--- config.mk ---
export PLATFORM = sky130hd
export DESIGN_NAME = itlu_muldiv
export DESIGN_NICKNAME = d
export VERILOG_FILES = /design/src/rtl/core/itlu_pkg.sv /design/src/rtl/core/itlu_muldiv.sv
export SDC_FILE = /design/constraint.sdc
export NUM_CORES = 2
export LEC_CHECK = 0
export ABC_CLOCK_PERIOD_IN_PS = 7100
export BUFFER_PORTS_ARGS = -buffer_cell sky130_fd_sc_hd__buf_2
export CORE_UTILIZATION = 40
export CTS_BUF_LIST = sky130_fd_sc_hd__clkbuf_2 sky130_fd_sc_hd__clkbuf_4 sky130_fd_sc_hd__clkbuf_8
export DETAILED_ROUTE_END_ITERATION = 10
export HOLD_SLACK_MARGIN = 0.1
export PLACE_DENSITY = 0.61
export SYNTH_ARGS = -nofsm -noshare
export SYNTH_HDL_FRONTEND = slang
export SYNTH_SLANG_ARGS = --single-unit
--- constraint.sdc ---
create_clock -name clock -period 7.1 [get_ports clock]
set_input_delay 0.71 -clock clock [delete_from_list [all_inputs] [get_ports clock]]
set_output_delay 0.71 -clock clock [all_outputs]
set_load 0.02 [all_outputs]
--- src/rtl/core/itlu_pkg.sv ---
`default_nettype none

package itlu_pkg;

   // Fixed widths of the item fields
   localparam int FIELD_W = 32;
   localparam int IDX_W   = 12;
   localparam int CNT_W   = 13;

   // Operation codes
   localparam logic OP_LOAD  = 1'b0;
   localparam logic OP_QUERY = 1'b1;

   // Result status codes
   localparam logic [1:0] STATUS_INTERP     = 2'd0;
   localparam logic [1:0] STATUS_CLAMP_LOW  = 2'd1;
   localparam logic [1:0] STATUS_CLAMP_HIGH = 2'd2;
   localparam logic [1:0] STATUS_NOT_VALID  = 2'd3;

   typedef struct packed {
      logic               operation;
      logic [IDX_W-1:0]   entry_index;
      logic [FIELD_W-1:0] entry_key;
      logic [FIELD_W-1:0] entry_value;
      logic [FIELD_W-1:0] query_key;
   } req_type;

   typedef struct packed {
      logic [FIELD_W-1:0] result_value;
      logic [1:0]         status;
   } rsp_type;

   // Lookup sequencer states
   typedef enum logic [2:0] {
      ST_IDLE,
      ST_FIRST,
      ST_LAST,
      ST_SEARCH,
      ST_CALC,
      ST_DIVIDE
   } state_type;

   // Multiply-divide unit phases
   typedef enum logic [1:0] {
      MD_IDLE,
      MD_MUL,
      MD_DIV
   } md_phase_type;

   // Multiply-divide unit status toward the sequencer
   typedef struct packed {
      logic done;
      logic inexact;
   } md_status_type;

endpackage

`default_nettype wire

--- src/rtl/core/itlu_muldiv.sv ---
`default_nettype none

// Floor of a*b/c for a <= c, c > 0: a multiply, then one
// restoring division step per quotient bit.
module itlu_muldiv #(
   parameter int WIDTH = 32
) (
   input  wire logic                  clock,
   input  wire logic                  reset,
   input  wire logic                  start,
   input  wire logic [WIDTH-1:0]      a,
   input  wire logic [WIDTH-1:0]      b,
   input  wire logic [WIDTH-1:0]      c,
   output logic      [WIDTH-1:0]      quotient,
   output itlu_pkg::md_status_type    md_status
);

   localparam int STEP_W = $clog2(WIDTH);

   itlu_pkg::md_phase_type phase_ff, phase_in;
   logic [WIDTH-1:0]   a_ff, a_in;
   logic [WIDTH-1:0]   b_ff, b_in;
   logic [WIDTH-1:0]   c_ff, c_in;
   logic [WIDTH-1:0]   rem_ff, rem_in;
   logic [WIDTH-1:0]   low_ff, low_in;
   logic [STEP_W-1:0]  step_ff, step_in;
   logic               done_ff, done_in;
   logic [2*WIDTH-1:0] prod;
   logic [WIDTH:0]     trial;
   logic [WIDTH:0]     diff;
   logic               qbit;

   // Advance phase
   always_comb begin
      phase_in = phase_ff;
      unique case (phase_ff)
         itlu_pkg::MD_IDLE: begin
            if (start) begin
               phase_in = itlu_pkg::MD_MUL;
            end
         end
         itlu_pkg::MD_MUL: begin
            phase_in = itlu_pkg::MD_DIV;
         end
         itlu_pkg::MD_DIV: begin
            if (step_ff == '0) begin
               phase_in = itlu_pkg::MD_IDLE;
            end
         end
         default: begin
            phase_in = itlu_pkg::MD_IDLE;
         end
      endcase
   end

   // Multiply once, then shift in one quotient bit per cycle
   always_comb begin
      a_in    = a_ff;
      b_in    = b_ff;
      c_in    = c_ff;
      rem_in  = rem_ff;
      low_in  = low_ff;
      step_in = step_ff;
      done_in = 1'b0;
      prod    = (2*WIDTH)'(a_ff) * (2*WIDTH)'(b_ff);
      trial   = {rem_ff, low_ff[WIDTH-1]};
      diff    = trial - {1'b0, c_ff};
      qbit    = (trial >= {1'b0, c_ff});
      unique case (phase_ff)
         itlu_pkg::MD_IDLE: begin
            if (start) begin
               a_in = a;
               b_in = b;
               c_in = c;
            end
         end
         itlu_pkg::MD_MUL: begin
            rem_in  = prod[2*WIDTH-1:WIDTH];
            low_in  = prod[WIDTH-1:0];
            step_in = STEP_W'(WIDTH - 1);
         end
         itlu_pkg::MD_DIV: begin
            if (qbit) begin
               rem_in = diff[WIDTH-1:0];
            end else begin
               rem_in = trial[WIDTH-1:0];
            end
            low_in  = {low_ff[WIDTH-2:0], qbit};
            step_in = step_ff - STEP_W'(1);
            done_in = (step_ff == '0);
         end
         default: begin
         end
      endcase
   end

   always_ff @(posedge clock) begin
      if (reset) begin
         phase_ff <= itlu_pkg::MD_IDLE;
         done_ff  <= 1'b0;
      end else begin
         phase_ff <= phase_in;
         done_ff  <= done_in;
      end
      a_ff    <= a_in;
      b_ff    <= b_in;
      c_ff    <= c_in;
      rem_ff  <= rem_in;
      low_ff  <= low_in;
      step_ff <= step_in;
   end

   assign quotient          = low_ff;
   assign md_status.done    = done_ff;
   assign md_status.inexact = (rem_ff != '0);

endmodule

`default_nettype wire

==> impl_metrics.yaml <==
run:
  cap_viol_max_count: 0
clocking:
  clockBufferDepth: 2
  clkSlewWorstSetupHoldPaths_ns: 0.14
  cts_hold_buf: 0
  cts_tree: "done"
  htreeDepth: 4
  clock_latency_ns: 0.65
  cts_inserted_buffers: 17
  clock-sinks: 168
  clockRootBuffer: "clkbuf_8"
cells_and_area:
  area_growth_pct: 18.1
  design_area_mm2: 0.0492
  final_nets: 6076
  drive_gt1_share_pct: 18.4
  final_cells: 6164
place:
  dp_cells: 6061
  placed_area_mm2: 0.0467
  io_buffers: 132
  place_congestion: 0.924
  dp_hpwl_um: 97000
grt:
  antenna_found_initial: 5
  grt_pass1_wl_um: 187000
  first_global_vias: 33600
  grt_util_met1_pct: 28.2
  grt_overflow_total: 0
  grt.busiest_layer: "met2"
  met3_usage_pct: 2.49
  grt.met2_usage_pct: 41.3
  grt_max_degree: 78
  grt_use_total_pct: 22.7
synthesis:
  yosysSeqAreaShare_pct: 12.0
  synth_edf_count: 165
  yosys_warnings: 0
  synth_area_mm2: 0.0416
  async_flop_share_pct: 0
  syn_avg_cell_area_um2: 9.45
  syn_inst: 4407
  synthFlopType: "edfxtp_1"
  syn_nets: 5703
  ys_types: 83
  synth.ff_latch_count: 168
critical_path:
  critPathMaxFanout: 5
  endpoint_kind: "flip-flop"
  reg2reg_slack_ns: -0.33
  startpoint_type: "flip-flop"
  crit_required_ns: 7.52
  reg2reg_to: "rem_ff[24]$_DFFE_PP_"
  ff2ff_path_depth: 27
  timing_worst_setup_path_type: "flip-flop to flip-flop"
  crit_arrival_ns: 7.85
  r2r-start: "a_ff[7]$_DFFE_PP_"
timing:
  fin_skew_ns: 0.0356
  max_slew.worst_pin.slew_ns: 0.964
  slew_headroom_pct: 35.8
  finalHoldViolations: 0
  rsz0062_at_grt: "yes"
  finalSetupViolations: 34
  max_freq_ghz: 0.135
  finalCritPeriodShare_pct: 105
  setup_ws_ns: -0.330
  fin_crit_ns: 7.43
  drv_slew: 0
floorplan:
  fp.dieH_um: 325
  rows: 117
  die_w_um: 325
  dieArea_mm2: 0.105
  core_mm2: 0.102
  initial_core_util_pct: 40.6
  io_pins: 133
route:
  wire_per_inst_um: 18.8
  vias: 31200
  wl_um: 116000
  drtIter0Drc: 1818
  dr.pass1.iters: 5
  drc: 0
  drt.antenna.violating_nets: 0
  vias_per_cell: 5.06
worst_hold_path:
  hold_path.class: "primary input to flip-flop"
  min_from: "b[22]"
  min_to: "b_ff[22]$_DFFE_PP_"
  hold_depth: 1
run_status:
  violations: "setup timing"
  status: "finished, violations left"
## area by class of cell
class,count,area (µm²)
fill,9706,53300
multi-input combinational,3089,33600
timing repair buffer,606,5050
sequential,168,5010
inverter,898,3370
tap,1368,1710
clock buffer,17,234
clock inverter,15,209
antenna,3,7.51
## flip-flops by register name (all words and copies together), names as in the netlist
register	cells
step_ff	5
c_ff	32
quotient	32
a_ff	32
b_ff	32
rem_ff	32
phase_ff	2
done_ff	1
## cells by family after synthesis
family	after synthesis	synth area share, %
flip-flops	168	12.0
XOR/XNOR	77	1.62
AO/OA/AOI/OAI	401	6.31
AND/OR/NAND/NOR	1400	17.1
buffers and inverters	1150	10.4
adder cells (fa/ha/maj)	1197	52.1
multiplexers	14	0.364
## repair_timing
| item | CTS | global route |
|---|---|---|
| pin swaps | 96 | 103 |
| gates cloned | 2 | 1 |
| resized for setup | 202 | 151 |
| endpoints found under the setup margin | 40 | 46 |
| buffers inserted | 40 | 27 |
## worst max-delay path, stage by stage (launching register included)
cell      delay (ns)
edfxtp_1        0.46
buf_6           0.16
buf_4           0.13
buf_4           0.12
and2_4          0.15
fa_1            0.47
inv_1           0.05
fa_1            0.48
inv_1           0.05
fa_1            0.47
fa_2            0.62
fa_1            0.43
fa_1            0.55
fa_2            0.48
fa_1            0.54
ha_4            0.33
a21o_1          0.20
buf_4           0.15
a21oi_4         0.05
o22ai_2         0.14
o21ai_2         0.10
buf_6           0.13
o32a_1          0.17
o211ai_1        0.11
buf_4           0.17
nand3_2         0.09
a211oi_1        0.24
and3b_1         0.20
## cells in the mapped netlist (14+ instances only)
master	count	share of area [%]
clkbuf_1	229	2.1
o21ai_0	90	1.1
edfxtp_1	165	12
inv_1	898	8.1
fa_1	897	43
buf_2	14	0.17
nand2_1	574	5.2
nor2_1	77	0.69
nand3_1	29	0.35
nor3_1	17	0.20
ha_1	300	9.0
and2_1	598	9.0
xnor2_1	48	1.0
o21ai_1	14	0.17
nand4_1	34	0.51
o21bai_1	20	0.36
o211ai_1	17	0.31
a21o_1	39	0.70
a211oi_1	15	0.27
xor2_1	29	0.61
a21oi_1	112	1.3
## metal layers
layer	part of all wire (%)	vias up
li1	-	14100
met1	40	16200
met2	53	693
met3	3.9	165
met4	2.8	0
met5	0	-
## metrics by stage
step           hold WS [ns]  setup WS, ns  util [%]  setup TNS, ns
2_1_floorplan         0.517       0.00281         -              0
6_report              0.224        -0.330      48.0          -7.30
3_3_place_gp          0.536        -0.449      45.6         -11.32
3_5_place_dp          0.543        -0.515      45.6         -13.06
4_1_cts               0.161        -0.328      47.2          -6.91
5_1_grt               0.183        -0.540      48.0         -16.72
## worst max-delay path by stage
stage,from,to,slack [ns],cells past startpoint
floorplan,b_ff[2]$_DFFE_PP_,rem_ff[8]$_DFFE_PP_,0.003,25
global placement,a_ff[7]$_DFFE_PP_,rem_ff[9]$_DFFE_PP_,-0.45,25
detailed placement,a_ff[10]$_DFFE_PP_,rem_ff[20]$_DFFE_PP_,-0.52,24
CTS,b_ff[2]$_DFFE_PP_,rem_ff[8]$_DFFE_PP_,-0.33,24
global route,b_ff[2]$_DFFE_PP_,rem_ff[24]$_DFFE_PP_,-0.54,23
finish,a_ff[7]$_DFFE_PP_,rem_ff[24]$_DFFE_PP_,-0.33,27
## cells in the final DEF (no fill, tap or decap), drive strengths merged, types with 39 or more instances in the layout
cell type	count
inv	905
fa	897
buf	605
and2	598
nand2	574
ha	300
edfxtp	165
a21oi	117
o21ai	105
nor2	77
xnor2	48
a21o	39
Power is not shown: default switching activity piles up to over one toggle a cycle in this logic, so the estimate is an artifact.
